`config.mk`:
```
export PLATFORM = sky130hd
export DESIGN_NAME = rsse_cell
export DESIGN_NICKNAME = d
export VERILOG_FILES = /design/src/rsse_pkg.sv /design/src/rsse_cell.sv
export SDC_FILE = /design/constraint.sdc
export NUM_CORES = 1
export LEC_CHECK = 0
export BUFFER_PORTS_ARGS = -buffer_cell sky130_fd_sc_hd__buf_2
export CORE_ASPECT_RATIO = 1.5
export CORE_MARGIN = 8
export CORE_UTILIZATION = 30
export CTS_BUF_LIST = sky130_fd_sc_hd__clkbuf_16
export DETAILED_ROUTE_END_ITERATION = 8
export SYNTH_ARGS = -nofsm -noshare
export SYNTH_HDL_FRONTEND = slang
export SYNTH_SLANG_ARGS = --single-unit
```
`constraint.sdc`:
```
create_clock -name clock -period 1.7 [get_ports clock]
set_input_delay 0.17 -clock clock [delete_from_list [all_inputs] [get_ports clock]]
set_output_delay 0.17 -clock clock [all_outputs]
set_load 0.02 [all_outputs]
```
`src/rsse_pkg.sv`:
```
// Shared types, constants and GF(2^8) helpers for the Reed-Solomon encoder.
// No dependencies; every module of the encoder imports it.
package rsse_pkg;

   localparam int SYM_W      = 8;
   localparam int MAX_PARITY = 32;
   localparam logic [SYM_W:0]   FIELD_POLY = 9'h11D;
   localparam logic [SYM_W-1:0] PRIM_ELEM  = 8'h02;

   typedef logic [SYM_W-1:0] sym_type;

   typedef struct packed {
      sym_type out_byte;
      logic    is_parity;
      logic    end_of_run;
      logic    end_of_codeword;
   } rsp_item_type;

   // GF(2^8) multiply; folds to a small xor network when one side is constant.
   function automatic sym_type gf_mul(input sym_type x, input sym_type y);
      logic [SYM_W:0]   a;
      logic [SYM_W-1:0] b;
      sym_type          acc;
      a   = {1'b0, x};
      b   = y;
      acc = '0;
      for (int i = 0; i < SYM_W; i++) begin
         if (b[0]) begin
            acc = acc ^ a[SYM_W-1:0];
         end
         b = b >> 1;
         a = a << 1;
         if (a[SYM_W]) begin
            a = a ^ FIELD_POLY;
         end
      end
      return acc;
   endfunction

   // Coefficient idx of g(x) = (x+a^0)...(x+a^(plen-1)); elaboration time only.
   function automatic sym_type gen_coef(input int plen, input int idx);
      sym_type g [0:MAX_PARITY];
      sym_type root;
      for (int k = 0; k <= MAX_PARITY; k++) begin
         g[k] = '0;
      end
      g[0] = 8'h01;
      root = 8'h01;
      for (int i = 0; i < plen; i++) begin
         for (int j = i + 1; j > 0; j--) begin
            g[j] = g[j-1] ^ gf_mul(g[j], root);
         end
         g[0] = gf_mul(g[0], root);
         root = gf_mul(root, PRIM_ELEM);
      end
      return g[idx];
   endfunction

endpackage

```
`src/rsse_cell.sv`:
```
// One stage of the parity division chain: holds one remainder symbol.
// Depends on rsse_pkg for the symbol type and gf_mul.
module rsse_cell (
   input  logic             clock,
   input  logic             reset,
   input  logic             shift_en,
   input  rsse_pkg::sym_type coef,
   input  rsse_pkg::sym_type feedback,
   input  rsse_pkg::sym_type prev_sym,
   output rsse_pkg::sym_type sym_q
);
   import rsse_pkg::*;

   sym_type sym_ff;
   sym_type sym_in;

   // feedback is zero while parity drains, so the chain just shifts up
   assign sym_in = prev_sym ^ gf_mul(coef, feedback);

   always_ff @(posedge clock) begin
      if (reset) begin
         sym_ff <= '0;
      end else if (shift_en) begin
         sym_ff <= sym_in;
      end
   end

   assign sym_q = sym_ff;

endmodule

```
# Word level (Yosys, flattened, before mapping)
# Index checks and enable logic that the tools add are counted.
# classes
add_sub_neg	0
multipliers	0
n_div	0
order_cmp	0
n_eq_ne	0
shift	0
muxes	15
n_bitwise	15
reduce_logical	0
# op_table
operator	count
8-bit two-way mux	8
8-bit XOR	8
5-bit two-way mux	7
4-bit inverter	7
# totals
reg_bits	8
latchBits	0
ram_bits	0
rom_bits	0
in_bits	27
output_inout_bits	8
wordCells	31
n_memories	0

# Logic depth before layout (Yosys ltp)
# depth
depth_word	17
mapped_depth	8
ltp_nobuf	6

# Worst setup path before layout
# No wires, ideal clock.
# synth_timing
kind	input port to flip-flop
startpoint	in coef[5]
endpoint	reg sym_ff[2], in the netlist sym_q[2]
setup_ns	0.079
arrival_time_ns	1.717
required_ns	1.621
slack_ns	-0.096
stages	7
path_buffers	1
path_cell_list	buf_4 > xor3_1 > nand2_1 > xnor3_1 > xnor3_1 > xor2_1 > a211oi_2
# synth_between
elab_chain_len	12
elab_cells_between_ends	16
cone_classes	9 x mux; 7 x bitwise
# synth_lines
item	line	rtl
from (decl)	rsse_cell.sv:7	input rsse_pkg::sym_type coef,
5-bit two-way mux (*)	rsse_pkg.sv:33	if (a[SYM_W]) begin
8-bit XOR	rsse_pkg.sv:29	acc = acc ^ a[SYM_W-1:0];
8-bit two-way mux	rsse_pkg.sv:28	if (b[0]) begin
8-bit XOR	rsse_pkg.sv:29	
8-bit two-way mux	rsse_pkg.sv:28	
8-bit XOR	rsse_pkg.sv:29	
8-bit two-way mux	rsse_pkg.sv:28	
8-bit XOR	rsse_pkg.sv:29	
8-bit two-way mux	rsse_pkg.sv:28	
8-bit XOR	rsse_pkg.sv:29	
8-bit two-way mux (*)	rsse_pkg.sv:28	
8-bit XOR (*)	rsse_cell.sv:18	assign sym_in = prev_sym ^ gf_mul(coef, feedback);
to (signal assigned)	rsse_cell.sv:24	sym_ff <= sym_in;
to (decl)	rsse_cell.sv:14	sym_type sym_ff;
# Mark *: on every way between the ends. The rest lies on a longest branch, timed or not.
# A chain may end at the register's enable or synchronous reset.

# Worst setup path in the final report
# layout_timing
startpoint	in coef[5]
endpoint	reg sym_ff[3], in the netlist sym_q[3]
# layout_between
elab_chain_len	12
elab_cells_between_ends	19
cone_classes	10 x mux; 9 x bitwise
# layout_lines
item	line
5-bit two-way mux (*)	rsse_pkg.sv:33
8-bit XOR / 4-bit inverter (equally long branches)	-
8-bit two-way mux / 5-bit two-way mux (equally long branches)	rsse_pkg.sv:28, rsse_pkg.sv:33
8-bit XOR	rsse_pkg.sv:29
8-bit two-way mux	rsse_pkg.sv:28
8-bit XOR	rsse_pkg.sv:29
8-bit two-way mux	rsse_pkg.sv:28
8-bit XOR	rsse_pkg.sv:29
8-bit two-way mux	rsse_pkg.sv:28
8-bit XOR	rsse_pkg.sv:29
8-bit two-way mux (*)	rsse_pkg.sv:28
8-bit XOR (*)	rsse_cell.sv:18
# Marks and branches as above.

==> out/summary.txt <==
Fin. max-slew vios = 0
Clock share of power = 0.234
Layout cells sized above 1 = 0.299
Net count after synthesis = 231
First-pass GRT wire length = 7490 um
Slew @ Worst Pin = 318 ps
Io pins = 35
Chip width = 76.7 um
H-tree depth = 1
Total chip power = 0.00168 W
Fin crit share = 0.949
Crit path buf inv count = 2
Vias in the first global route = 1608
Post-DR wirelength/cell = 14.3 um
Status = finished, final reports clean
Worst setup margin = 87.3 ps
Initial antenna violation count = 0
# port buffers = 34
HP Start = reset
Area Overhead vs Synth = 31.4%
Setup Fix Bufs, Post-CTS = 0
Via count = 1508
Startpoint types = input port
Crit-path max FO = 7
Core box area = 0.00541 sq mm
DRT iter0 DRCs = 101
Cell mode on critical path = xnor2_1
Top area cells in the synthesized netlist = xnor2_1, xnor3_1, nand2_1, dfxtp_1, xor2_1
Yosys Warn Count = 0
Hold Crit Depth = 2
Peak Freq = 0.620 GHz
DRT Pass-1 Iters = 4
CP cell instances = clkbuf_4 -> xnor2_2 -> buf_4 -> xnor2_1 -> nand2_1 -> xnor2_1 -> xnor3_1 -> o22ai_1
Cell-internal power = 0.00110 W
DIE AREA = 0.00822 sq mm
Root Buffer = clkbuf_16
Layout Utilization = 0.403
Clock-pin slew on the worst setup and hold paths = 40 ps
Total wire length = 4630 um
Starting Density = 0.307
Crit end category = flip-flop
Synth unique cells = 35
Worst clock skew = 0 ps
Largest register FFs = 8
Crit Path Category = in2reg
Area leader, netlist = xnor2_1
Core Rows = 33
Post-synth top area share = 0.179
Min Tclk post-route = 1610 ps
Slew headroom = 0.786
Routability Congestion = 0.856
Global route total overflow = 0
Max incr delay on CP = 460 ps
DP HPWL = 3780 um
Largest net degree at the start of global routing = 14
Vias/cell = 4.65
Crit path from = coef[5]
Synth Area per Inst = 8.14 sq um
Final Setup Violations = 0
Post-route ant nets = 0
Finished Layout Cells = 324
Final Hold Viols = 0
Cells after Synth = 204
Die H = 107 um
Final layout net count = 283
Net Sw Frac = 0.347
Seq pwr share = 0.151
Pwr per Cell Area = 771 mW/mm^2
Sequential fraction of the synthesis area = 0.0965
CP top delay family = XOR/XNOR gates
RSZ-0062 raised after global routing = false
CTS tree = done
Drt drc = 0
Clock buffer depth = 2
Worst Path Arrival = 1760 ps
GR Util All Layers = 0.111
Post-Syn Area = 0.00166 sq mm
Clock sink count = 8
Peak VDD IR = 0.893 mV
Switching power = 0.000585 W
Diode count = 0
Pre-CTS WS = -217 ps
Worst-case reg-to-reg path depth = 2
Gate power share = 0.615
Crit path max-delay cell type = xnor3_1
R2r startpoint = sym_q[5]
Leak = 1.06 nW
WP depth = 8
Hold crit path type = in2reg
Post-synthesis register bit count = 8
Worst-Skew Late Latency = 230 ps
Total CTS buffers = 3
Inst Count DP = 321
MaxCap Viol Count = 0
Fin Hold WS = 237 ps
WP data required = 1850 ps
[through the flow]
step	instance area (sq um)	TNS, ps
6_report	2180	0
5_1_grt	2180	0
4_1_cts	2160	0
3_5_place_dp	2080	-1150
3_3_place_gp	2080	-895
2_1_floorplan	1660	0
[logic make-up (layout without fill, tap and decap cells)]
logic type                after synthesis  count (layout)  share of synthesized area
and+or+nand+nor                        86              86                      0.224
AOI/OAI and AO/OA                      19              19                     0.0784
DFF                                     8               8                     0.0965
muxes                                   2               2                     0.0121
buffers and inverters                  18              68                     0.0550
xor gates and xnor gates               71              71                      0.534
[repair_timing]
action                     4_1_cts  5_1_grt
hold buffers                     0        0
setup endpoints to repair        0        5
resized for setup                0        6
[cells in the mapped netlist, drive strengths merged]
master and number:
xor3 3, nand3 1, nor2 7, o21a 2
a211oi 3, nand2b 6, nor3 4, nor4 2
xnor2 36, o21ai 1, o221ai 1, or2 2
a31oi 1, buf 7, mux2i 2, inv 1
o32ai 1, a21oi 7, nand2 58, and3 2
clkbuf 10, xor2 19, o22ai 3, xnor3 13
nor2b 2, dfxtp 8, nor3b 2
[routing by layer]
layer	global-route usage	part of all wire	vias to the layer above	wire [um]
li1	-	-	759	-
met1	0.116	0.42	715	1930
met2	0.218	0.54	30	2520
met3	0.0226	0.029	4	133
met4	0.0276	0.0095	0	44
met5	0	0	-	0
[area by class of cell]
cell class                 instances  area, sq um
multi-input combinational        178         1430
tap                               70         87.6
sequential                         8          160
inverter                           1         3.75
clock buffer                       3         75.1
timing repair buffer              64          428
fill                             565         3230
[layout by cell type, fill, tap and decap left out, drive strengths merged, types with 3 or more instances in the layout]
master   n
a211oi   3
xor2    19
nand2   58
nand2b   6
xor3     3
dfxtp    8
o22ai    3
xnor2   36
clkbuf   6
a21oi    7
nor2     7
nor3     4
buf     61
xnor3   13
[path summary, 6_finish.rpt]
| kind | end | slack, ps |
|---|---|---|
| min reg2reg | sym_q[7] | 480 |
| max reg2reg | sym_q[5] | 1040 |
| min | sym_q[4] | 240 |
| max | sym_q[3] | 90 |
[power by group through the flow]
stage	combinational (W)	sequential, W	clock, W
finish	0.00103	0.000255	0.000394
CTS	0.00104	0.000255	0.000402
global route	0.00112	0.000261	0.000411
global placement	0.00102	0.000257	0
detailed placement	0.00103	0.000257	0
floorplan	0.000704	0.000311	0
Power figures use the tool's default switching activity.
