--- src/rsse_pkg.sv ---
// Shared types, constants and GF(2^8) helpers for the Reed-Solomon encoder.
// No dependencies; every module of the encoder imports it.
package rsse_pkg;

   localparam int SYM_W      = 8;
   localparam int MAX_PARITY = 32;
   localparam logic [SYM_W:0]   FIELD_POLY = 9'h11D;
   localparam logic [SYM_W-1:0] PRIM_ELEM  = 8'h02;

   typedef logic [SYM_W-1:0] sym_type;

   typedef struct packed {
      sym_type out_byte;
      logic    is_parity;
      logic    end_of_run;
      logic    end_of_codeword;
   } rsp_item_type;

   // GF(2^8) multiply; folds to a small xor network when one side is constant.
   function automatic sym_type gf_mul(input sym_type x, input sym_type y);
      logic [SYM_W:0]   a;
      logic [SYM_W-1:0] b;
      sym_type          acc;
      a   = {1'b0, x};
      b   = y;
      acc = '0;
      for (int i = 0; i < SYM_W; i++) begin
         if (b[0]) begin
            acc = acc ^ a[SYM_W-1:0];
         end
         b = b >> 1;
         a = a << 1;
         if (a[SYM_W]) begin
            a = a ^ FIELD_POLY;
         end
      end
      return acc;
   endfunction

   // Coefficient idx of g(x) = (x+a^0)...(x+a^(plen-1)); elaboration time only.
   function automatic sym_type gen_coef(input int plen, input int idx);
      sym_type g [0:MAX_PARITY];
      sym_type root;
      for (int k = 0; k <= MAX_PARITY; k++) begin
         g[k] = '0;
      end
      g[0] = 8'h01;
      root = 8'h01;
      for (int i = 0; i < plen; i++) begin
         for (int j = i + 1; j > 0; j--) begin
            g[j] = g[j-1] ^ gf_mul(g[j], root);
         end
         g[0] = gf_mul(g[0], root);
         root = gf_mul(root, PRIM_ELEM);
      end
      return g[idx];
   endfunction

endpackage

--- src/rsse_out_stage.sv ---
// Output register with a one-entry skid buffer for the result channel.
// Depends on rsse_pkg for the result item struct.
module rsse_out_stage (
   input  logic                  clock,
   input  logic                  reset,
   input  logic                  in_valid,
   input  rsse_pkg::rsp_item_type in_item,
   input  logic                  rsp_stall,
   output logic                  rsp_valid,
   output rsse_pkg::rsp_item_type rsp_item,
   output logic                  full
);
   import rsse_pkg::*;

   logic         out_valid_ff, out_valid_in;
   rsp_item_type out_item_ff, out_item_in;
   logic         skid_valid_ff, skid_valid_in;
   rsp_item_type skid_item_ff, skid_item_in;
   logic         out_free;

   assign out_free = !out_valid_ff || !rsp_stall;

   // producer only offers an item while the skid entry is empty
   always_comb begin
      out_valid_in  = out_valid_ff;
      out_item_in   = out_item_ff;
      skid_valid_in = skid_valid_ff;
      skid_item_in  = skid_item_ff;
      if (out_free) begin
         if (skid_valid_ff) begin
            out_valid_in  = 1'b1;
            out_item_in   = skid_item_ff;
            skid_valid_in = 1'b0;
         end else begin
            out_valid_in = in_valid;
            out_item_in  = in_item;
         end
      end else if (in_valid) begin
         skid_valid_in = 1'b1;
         skid_item_in  = in_item;
      end
   end

   always_ff @(posedge clock) begin
      if (reset) begin
         out_valid_ff  <= 1'b0;
         skid_valid_ff <= 1'b0;
      end else begin
         out_valid_ff  <= out_valid_in;
         skid_valid_ff <= skid_valid_in;
      end
      out_item_ff  <= out_item_in;
      skid_item_ff <= skid_item_in;
   end

   assign rsp_valid = out_valid_ff;
   assign rsp_item  = out_item_ff;
   assign full      = skid_valid_ff;

endmodule

--- config.mk ---
export PLATFORM = sky130hd
export DESIGN_NAME = rsse_out_stage
export DESIGN_NICKNAME = d
export VERILOG_FILES = /design/src/rsse_pkg.sv /design/src/rsse_out_stage.sv
export SDC_FILE = /design/constraint.sdc
export NUM_CORES = 1
export LEC_CHECK = 0
export ABC_AREA = 1
export BUFFER_PORTS_ARGS = -buffer_cell sky130_fd_sc_hd__buf_2
export CORE_MARGIN = 4
export CORE_UTILIZATION = 43
export CTS_BUF_LIST = sky130_fd_sc_hd__clkbuf_8
export DETAILED_ROUTE_END_ITERATION = 6
export HOLD_SLACK_MARGIN = 0.06
export PLACE_DENSITY = 0.7
export SKIP_LAST_GASP = 1
export SLEW_MARGIN = 30
export SYNTH_ARGS = -nofsm -noshare
export SYNTH_HDL_FRONTEND = slang
export SYNTH_SLANG_ARGS = --single-unit
--- constraint.sdc ---
create_clock -name clock -period 1.8 [get_ports clock]
set_input_delay 0.27 -clock clock [delete_from_list [all_inputs] [get_ports clock]]
set_output_delay 0.27 -clock clock [all_outputs]
set_load 0.1 [all_outputs]
-- Word level (Yosys, flattened, before mapping)
Cells that the tools add are included.
- bitwise gates (word level): 1
- reduce and logical (&&, ||, !) cells: 5
- mux-type cells: 2
- operators with widths (operator ; count):
    two-way mux 11 bit ; 1
    logical NOT 1 bit ; 2
    AND reduction 2 bit ; 1
    OR reduction 2 bit ; 1
    logical OR 1 bit ; 1
    two-way mux 1 bit ; 1
    NOT 1 bit ; 1
- output and inout port bits: 13
- input port bits: 15
- register bits after elaboration: 24

-- Depth between registers and ports, before layout
Gate-level depths: netlist (run 1).
- depth in word-level cells: 4
- depth in mapped cells: 3

-- Worst setup path before layout (run 1)
No wires, ideal clock.
- path type: register -> register
- start: register out_valid_ff, in the netlist rsp_valid
- end: register skid_item_ff[0] (netlist bit), enable pin
- data required time: 1.422 ns
- stages on the path, launching flop included: 3
- slack: -0.638 ns
- buffers on the path: 0
- arrival time: 2.059 ns
- setup time: 0.378 ns
- cell sequence: dfxtp_1 nand2_1 nor2_1
- cells in the longest elaborated chain, start to end: 4
- RTL lines (what ; RTL line ; source):
    from (decl) ; rsse_out_stage.sv:15 ; logic out_valid_ff, out_valid_in;
    from (signal assigned) ; rsse_out_stage.sv:49 ; out_valid_ff <= out_valid_in;
    logical NOT 1 bit ; rsse_out_stage.sv:21 ; assign out_free = !out_valid_ff || !rsp_stall;
    logical OR 1 bit ; rsse_out_stage.sv:21 ;
    net out_free ; rsse_out_stage.sv:19 ; logic out_free;
    NOT 1 bit (no source line) ; - ;
    AND reduction 2 bit (no source line) ; - ;
    to (signal assigned) ; rsse_out_stage.sv:53 ; skid_item_ff <= skid_item_in;
    to (decl) ; rsse_out_stage.sv:18 ; rsp_item_type skid_item_ff, skid_item_in;
The timed path passes the listed nets, and every way through them passes these cells.
A chain may end at the register's enable or synchronous reset.

-- Worst setup path in the final report (run 1)
- start: register out_valid_ff, in the netlist rsp_valid
- end: output port rsp_valid
- RTL lines (what ; RTL line ; source):
    to (decl) ; rsse_out_stage.sv:9 ; output logic rsp_valid,
No word-level cell between the ends.

==> results of run 1 <==
[through the flow]
| step | total power, mW | hold slack (ns) | instances | util | instance area (um^2) |
|---|---|---|---|---|---|
| floorplan | 0.867 | 0.369 | 68 | - | 916 |
| CTS | 1.27 | 0.185 | 127 | 0.583 | 1150 |
| finish | 1.26 | 0.188 | 127 | 0.583 | 1150 |
| detailed placement | 0.916 | 0.464 | 123 | 0.555 | 1100 |
| global placement | 0.913 | 0.465 | 123 | 0.555 | 1100 |
| global route | 1.30 | 0.179 | 127 | 0.583 | 1150 |
[layout make-up]
class                   instances  share of cell area
inverters                      13              0.0423
multi-input cells              29               0.124
repair buffers                 30               0.150
clock buffers                   4              0.0477
well taps                      27              0.0293
flip-flops and latches         24               0.608
[state kept, by name (all words and copies together) (netlist names)]
register      count
rsp_item         11
skid_item_ff     11
full              1
rsp_valid         1
[synth_stat cells, drive strengths merged]
cell | n | area (um^2)
nor2 | 3 | 11.3
buf | 2 | 22.5
o21ai | 12 | 67.6
nand3 | 1 | 5.00
nand2 | 13 | 51.3
edfxtp | 22 | 661
inv | 13 | 48.8
dfxtp | 2 | 40.0
[cell families after synthesis]
kind of cell           share of synthesized area
flip-flops                                 0.772
AND/OR/NAND/NOR                           0.0745
buffers and inverters                     0.0786
AO/OA/AOI/OAI                             0.0745
[per-layer routing]
metal | routed length (um) | global-route usage
met2 | 746 | 0.185
met3 | 88 | 0.0360
met5 | 0 | 0
met1 | 633 | 0.127
met4 | 8 | 0.0766
[worst max-delay path by stage]
stage | to | depth (start not counted)
2_1_floorplan | skid_item_ff[0] | 2
3_3_place_gp | skid_item_ff[10] | 3
3_5_place_dp | skid_item_ff[4] | 3
4_1_cts | rsp_valid | 1
5_1_grt | full | 2
6_report | rsp_valid | 1
[report_power, final]
| part | switching (mW) | internal [mW] | total [mW] |
|---|---|---|---|
| clock | 0.167 | 0.195 | 0.362 |
| combinational | 0.212 | 0.0394 | 0.251 |
| sequential | 0.00698 | 0.643 | 0.650 |
| total | 0.386 | 0.877 | 1.26 |
[worst reg2reg max path: stages (launching register included)]
cell and delay, ns:
dfxtp_2 0.34, nand2_1 0.09, nor2_4 0.27
[cell usage in the layout (no fill, tap or decap)]
cell type / Yosys / final
o21ai_0: 9 / 9
buf_12: 0 / 1
buf_2: 0 / 26
nor2_1: 3 / 2
nand3_1: 1 / 1
nand2_1: 12 / 12
dfxtp_2: 0 / 1
nor2_4: 0 / 1
buf_4: 0 / 3
edfxtp_1: 22 / 22
dfxtp_1: 2 / 1
o21ai_1: 1 / 1
nand2_2: 1 / 1
clkbuf_8: 0 / 4
inv_1: 13 / 13
o21ai_2: 2 / 2
==> run_results.csv, run 1 <==
group,metric,value,unit
final_layout,fillers,172,
floorplanning,coreArea,1980,um^2
detailed_routing,num_vias,556,
hold_path,hold_path_end,"skid_item_ff[7]",
floorplanning,io_pins,28,
synthesis,synthDistinctLibCells,11,
sta,post-route-period-util,0.718,
setup_path,worstPathCellList,"buf_2",
synthesis,ys_ff_latch,24,
hold_path,worstHoldPathCells,1,
detailed_routing,avgRoutedWirePerCell,11.6,um
setup_path,path_class,"reg -> out",
floorplanning,die_y,53.9,um
clock_network,cts_hold_buf,0,
sta,worst_pin_slew,0.486,ns
sta,finalWorstSetupSlack,0.508,ns
clock_network,post_cts_buffers,0,
setup_path,critPathLaunchType,"flip-flop",
power,pwr_density_cell,1090,nW/um^2
final_layout,diodes,0,
setup_path,path_max_fanout,3,
sta,hold_viol,0,
setup_path,cp_data_arrival_time,1.02,ns
sta,final_max_slew_viol_count,0,
setup_path,cp-end-kind,"output port",
setup_path,reg2reg_from,"rsp_valid",
job,cap_violations,0,
placed_design,dp_slack,0.721,ns
synthesis,synth_warnings,0,
run_status,outcome,"complete, no violations",
detailed_routing,wirelength,1480,um
synthesis,synthCells,68,
final_layout,ff_latch_area,702,um^2
setup_path,critical_path_buf_inv_count,1,
placed_design,gp_congestion,0.664,
placed_design,numPortBuffers,27,
detailed_routing,firstDrtPassIters,4,
clock_network,cts_sinks,24,
synthesis,syn_avg_cell_area,13.3,um^2
global_route,grt_overflow,0,
detailed_routing,viasPerCell,4.38,
sta,clock_skew,0.00419,ns
final_layout,area_growth,27.3,%
global_route,grt_pass1_vias,514,
clock_network,clkLatencyLatePin,0.26,ns
sta,setup-tns-final,0,ns
detailed_routing,drc,0,
setup_path,r2r_slack,0.78,ns
synthesis,syn-num-nets,83,
clock_network,cts_buffer_depth,2,
setup_path,cp.required,1.53,ns
global_route,grt_max_degree,19,
clock_network,cts.repair.resized,0,
sta,min_period,1.29,ns
final_layout,multi_input_area,143,um^2
floorplanning,rows,16,
setup_path,r2r_cells,2,
floorplanning,dieArea,2910,um^2
clock_network,h-tree-depth,1,
global_route,grtUsageTotal,0.114,
power,vdd_ir_drop_max,0.636,mV
global_route,grt_pass1_wl,2190,um
synthesis,yosysSeqAreaShare,0.772,
floorplanning,start_util,0.458,
clock_network,cts-buffers-inserted,3,
synthesis,synth_area,907,um^2
setup_path,r2r_end,"skid_item_ff[4]",
clock_network,path_clk_slew,0.08,ns
sta,fmax,0.774,GHz
global_route,antenna_found_initial,0,
final_layout,nets,116,
setup_path,cpLargestDelayFamily,"buffers and inverters",
clock_network,cts_tree,"done",
final_layout,layout-drive-gt1-share,0.390,
hold_path,hold_start,"in_item[7]",
sta,max-slew-margin-rel,0.678,
power,p_leak,0.495,nW
detailed_routing,final_antenna_net_count,0,
floorplanning,die_w,53.9,um
placed_design,dp_hpwl,1090,um
sta,rsz0062_at_grt,"false",
hold_path,hold_class,"in -> reg",
setup_path,crit_start,"rsp_valid",
sta,setup_viol,0,
setup_path,cpPeakStageDelay,0.42,ns
detailed_routing,drt_iter0_drc,10,
clock_network,cts_root_buf,"clkbuf_8",
setup_path,slowest_stage,"buf_2",
No activity file was read; power rests on OpenSTA's default activity.
==> inputs of run 2 (changes only) <==
- clock period: 1.8 -> 1.3 ns (I/O delays scaled with it)
==> run_results.csv, run 2 (synthesized netlist as in run 1, its figures left out) <==
group,metric,value,unit
global_route,grt_use_met1,0.126,
global_route,grt_pass1_wl,2180,um
setup_path,cpPeakStageDelay,0.42,ns
clock_network,cts-buffers-inserted,3,
clock_network,cts_buffer_depth,2,
detailed_routing,drc,0,
setup_path,cp.required,1.11,ns
detailed_routing,drt_iter0_drc,2,
sta,setup_viol,0,
run_status,outcome,"complete, no violations",
power,power,1.89,mW
clock_network,path_clk_slew,0.08,ns
final_layout,layout.cells.non_filler,127,
sta,post-route-period-util,0.958,
global_route,antenna_found_initial,0,
sta,final_max_slew_viol_count,0,
sta,worst_pin_slew,0.491,ns
clock_network,cts_sinks,24,
placed_design,dp_slack,0.284,ns
detailed_routing,wirelength,1350,um
floorplanning,rows,16,
final_layout,nets,116,
clock_network,post_cts_buffers,0,
sta,hold_viol,0,
sta,max-slew-margin-rel,0.675,
sta,min_period,1.25,ns
final_layout,layout_common_cells,"buf_2 (26), edfxtp_1 (22), inv_1 (13)",
setup_path,cpLargestDelayFamily,"buffers and inverters",
setup_path,path_max_fanout,3,
setup_path,path_class,"reg -> out",
global_route,grt_use_met3,0.0388,
setup_path,cp_data_arrival_time,1.05,ns
placed_design,numPortBuffers,27,
sta,clock_skew,0.00591,ns
placed_design,gp_congestion,0.643,
global_route,grtUsageTotal,0.108,
setup_path,slowest_stage,"buf_2",
final_layout,area_growth,30.3,%
final_layout,fin_util,0.597,
sta,fmax,0.803,GHz
setup_path,critPathLaunchType,"flip-flop",
sta,finalWorstSetupSlack,0.0545,ns
global_route,grt_overflow,0,
floorplanning,die_y,53.9,um
final_layout,layout-drive-gt1-share,0.410,
global_route,grtUsageMet2,0.175,
setup_path,critical_path_buf_inv_count,1,
power,p_leak,0.509,nW
detailed_routing,final_antenna_net_count,0,
power,vdd_ir_drop_max,0.851,mV
placed_design,numPlacedInstances,123,
final_layout,diodes,0,
clock_network,cts_tree,"done",
detailed_routing,avgRoutedWirePerCell,10.6,um
placed_design,dp_hpwl,1060,um
clock_network,h-tree-depth,1,
clock_network,cts.repair.resized,0,
detailed_routing,num_vias,540,
sta,rsz0062_at_grt,"false",
job,cap_violations,0,
global_route,gr-max-usage-layer,"met2",
floorplanning,die_w,53.9,um
detailed_routing,firstDrtPassIters,2,
floorplanning,dieArea,2910,um^2
floorplanning,io_pins,28,
floorplanning,start_util,0.458,
global_route,grt_max_degree,17,
sta,setup-tns-final,0,ns
clock_network,clkLatencyLatePin,0.26,ns
floorplanning,coreArea,1980,um^2
setup_path,cp-end-kind,"output port",
detailed_routing,viasPerCell,4.25,
clock_network,cts_hold_buf,0,
clock_network,cts_root_buf,"clkbuf_8",
hold_path,hold_class,"in -> reg",
power,pwr_density_cell,1600,nW/um^2
setup_path,worstPathCellList,"buf_2",
final_layout,final_common_cell,"buf_2",
global_route,grt_pass1_vias,517,
run 2: cell types whose count changed in the layout (fill, tap and decap cells not counted), sizes merged:
cell | before | now
clkbuf | 4 | 3
bufinv | 0 | 1
run 2: worst paths after layout:
| kind | start | endpoint | slack [ns] | cells past startpoint |
|---|---|---|---|---|
| worst max register to register | rsp_valid | skid_item_ff[10] | 0.28 | 2 |
| worst min-delay path | in_item[3] | skid_item_ff[3] | 0.12 | 1 |
| worst min register to register | skid_item_ff[4] | rsp_item[4] | 0.53 | 2 |
| worst max-delay path | rsp_valid | rsp_valid | 0.05 | 1 |
run 2: final cells by class:
class,count,area [um^2]
Clock buffer,3,41.3
Clock inverter,1,30.0
Fill cell,165,800
Inverter,13,48.8
Multi-Input combinational cell,29,150
Sequential cell,24,706
Tap cell,27,33.8
Timing Repair Buffer,30,173
run 2: stage by stage:
| step | hold slack [ns] | area (um^2) |
|---|---|---|
| after global placement | 0.386 | 1110 |
| after floorplan | 0.294 | 927 |
| final | 0.116 | 1180 |
| after detailed placement | 0.389 | 1110 |
| after global routing | 0.102 | 1180 |
| after CTS | 0.112 | 1180 |
run 2: power by group:
part / switching, mW / internal [mW]
sequential: 0.0107 / 0.889
combinational: 0.294 / 0.0558
clock: 0.226 / 0.411
total: 0.531 / 1.36
run 2: routing by layer:
metal,wire [um],part of all wire
met5,0,0
met4,8,0.0059
met1,570,0.42
met3,126,0.093
met2,643,0.48
==> inputs of run 3 (changes only) <==
- PLACE_DENSITY: 0.7 -> 0.73
- clock period: 1.3 -> 1.04 ns (I/O delays scaled with it)
==> run_results.csv, run 3 (synthesized netlist as in run 1, its figures left out) <==
group,metric,value,unit
clock_network,cts_sinks,24,
final_layout,final_common_cell,"edfxtp_1",
power,pwr_density_cell,1640,nW/um^2
detailed_routing,num_vias,583,
placed_design,placed_area,1290,um^2
sta,clock_skew,0.000959,ns
global_route,grt_pass1_wl,2500,um
power,p_int,1.58,mW
floorplanning,rows,16,
placed_design,dp_hpwl,1140,um
clock_network,path_clk_slew,0.08,ns
final_layout,stdcell_area,1390,um^2
detailed_routing,drt_iter0_drc,1,
final_layout,diodes,0,
power,p_sw,0.686,mW
detailed_routing,wl_met1,604,um
clock_network,clkLatencyLatePin,0.26,ns
clock_network,cts_root_buf,"clkbuf_8",
setup_path,path_max_fanout,2,
setup_path,critical_path_buf_inv_count,2,
setup_path,worstPathCellList,"buf_6 > buf_12",
floorplanning,io_pins,28,
detailed_routing,met2WireLength,852,um
sta,worst_pin_slew,0.146,ns
clock_network,cts-buffers-inserted,3,
sta,setup_viol,1,
setup_path,cp.required,0.88,ns
clock_network,cts_tree,"done",
detailed_routing,wl_met3,138,um
power,power_frac_comb,0.257,
detailed_routing,drc,0,
run_status,violations,"negative setup slack",
floorplanning,die_w,53.9,um
placed_design,numPlacedInstances,122,
placed_design,dp_slack,0.000792,ns
setup_path,path_class,"reg -> out",
power,vdd_ir_drop_max,0.840,mV
sta,final_max_slew_viol_count,0,
power,seq_power_share,0.508,
clock_network,cts_buffer_depth,2,
run_status,outcome,"finished, violations left",
setup_path,cpLargestDelayFamily,"flip-flops",
detailed_routing,viasPerCell,4.48,
final_layout,layout.cells.non_filler,130,
global_route,antenna_found_initial,0,
final_layout,layout_common_cells,"edfxtp_1 (22), buf_2 (14), buf_12 (14)",
detailed_routing,avgRoutedWirePerCell,12.7,um
final_layout,layout-drive-gt1-share,0.417,
detailed_routing,final_antenna_net_count,0,
hold_path,hold_class,"in -> reg",
global_route,grt_max_degree,14,
sta,finalWorstSetupSlack,-0.0371,ns
setup_path,slowest_stage,"dfxtp_4",
floorplanning,die_y,53.9,um
clock_network,cts_hold_buf,0,
sta,post-route-period-util,1.04,
clock_network,h-tree-depth,1,
floorplanning,coreArea,1980,um^2
placed_design,numPortBuffers,27,
floorplanning,start_util,0.458,
power,power_frac_clock,0.235,
sta,min_period,1.08,ns
job,cap_violations,0,
final_layout,fin_util,0.699,
sta,fmax,0.928,GHz
setup_path,cpPeakStageDelay,0.39,ns
sta,setup-tns-final,-0.0371,ns
sta,hold_viol,0,
detailed_routing,firstDrtPassIters,2,
power,p_leak,0.577,nW
setup_path,critPathLaunchType,"flip-flop",
floorplanning,dieArea,2910,um^2
setup_path,cp-end-kind,"output port",
global_route,grt_pass1_vias,542,
power,swShare,0.302,
detailed_routing,wirelength,1650,um
setup_path,cp_data_arrival_time,0.92,ns
global_route,grt_overflow,0,
final_layout,area_growth,52.8,%
sta,rsz0062_at_grt,"true",
final_layout,nets,119,
detailed_routing,highest_layer,"met4",
placed_design,gp_congestion,0.644,
global_route,grtUsageTotal,0.131,
sta,max-slew-margin-rel,0.902,
run 3: cell count changes in the layout (fill, tap and decap cells not counted), sizes merged:
cell / change
buf: +3
bufinv: -1
clkinv: +1
run 3: routing by layer:
layer,vias up,global-route usage
met3,5,0.0305
met5,-,0
met1,261,0.150
met2,21,0.210
met4,0,0.102
li1,296,-
run 3: final timing paths:
path / startpoint / end / slack [ns] / cells after the start
hold reg to reg: skid_item_ff[2] / rsp_item[2] / 0.54 / 2
setup reg to reg: rsp_valid / skid_item_ff[1] / 0.05 / 3
hold / removal: in_item[8] / skid_item_ff[8] / 0.08 / 1
setup / recovery: rsp_valid / rsp_valid / -0.04 / 2
run 3: stage by stage:
stage	hold slack (ns)	total power [mW]
floorplan	0.255	1.51
global placement	0.349	1.74
detailed placement	0.351	1.75
CTS	0.0748	2.29
global route	0.0677	2.35
finish	0.0808	2.27
run 3: cell type report:
| cell class | count | area (um^2) |
|---|---|---|
| inverters | 13 | 48.8 |
| well taps | 27 | 33.8 |
| flip-flops and latches | 24 | 708 |
| multi-input cells | 29 | 159 |
| repair buffers | 33 | 392 |
| fillers | 138 | 596 |
| clock buffers | 3 | 41.3 |
| clock inverters | 1 | 3.75 |
run 3: power groups by stage:
stage	clock network, mW	registers [mW]	logic [mW]
after floorplan	0	1.45	0.0554
after global placement	0	1.18	0.563
after detailed placement	0	1.18	0.569
after CTS	0.553	1.15	0.582
after global routing	0.594	1.16	0.603
final	0.533	1.15	0.584
run 3: timing repair:
action	in CTS	in global routing
buffers inserted	3	1
setup endpoints to repair	16	23
resized for setup	1	0
pin swaps	1	1
hold endpoints to repair	0	0
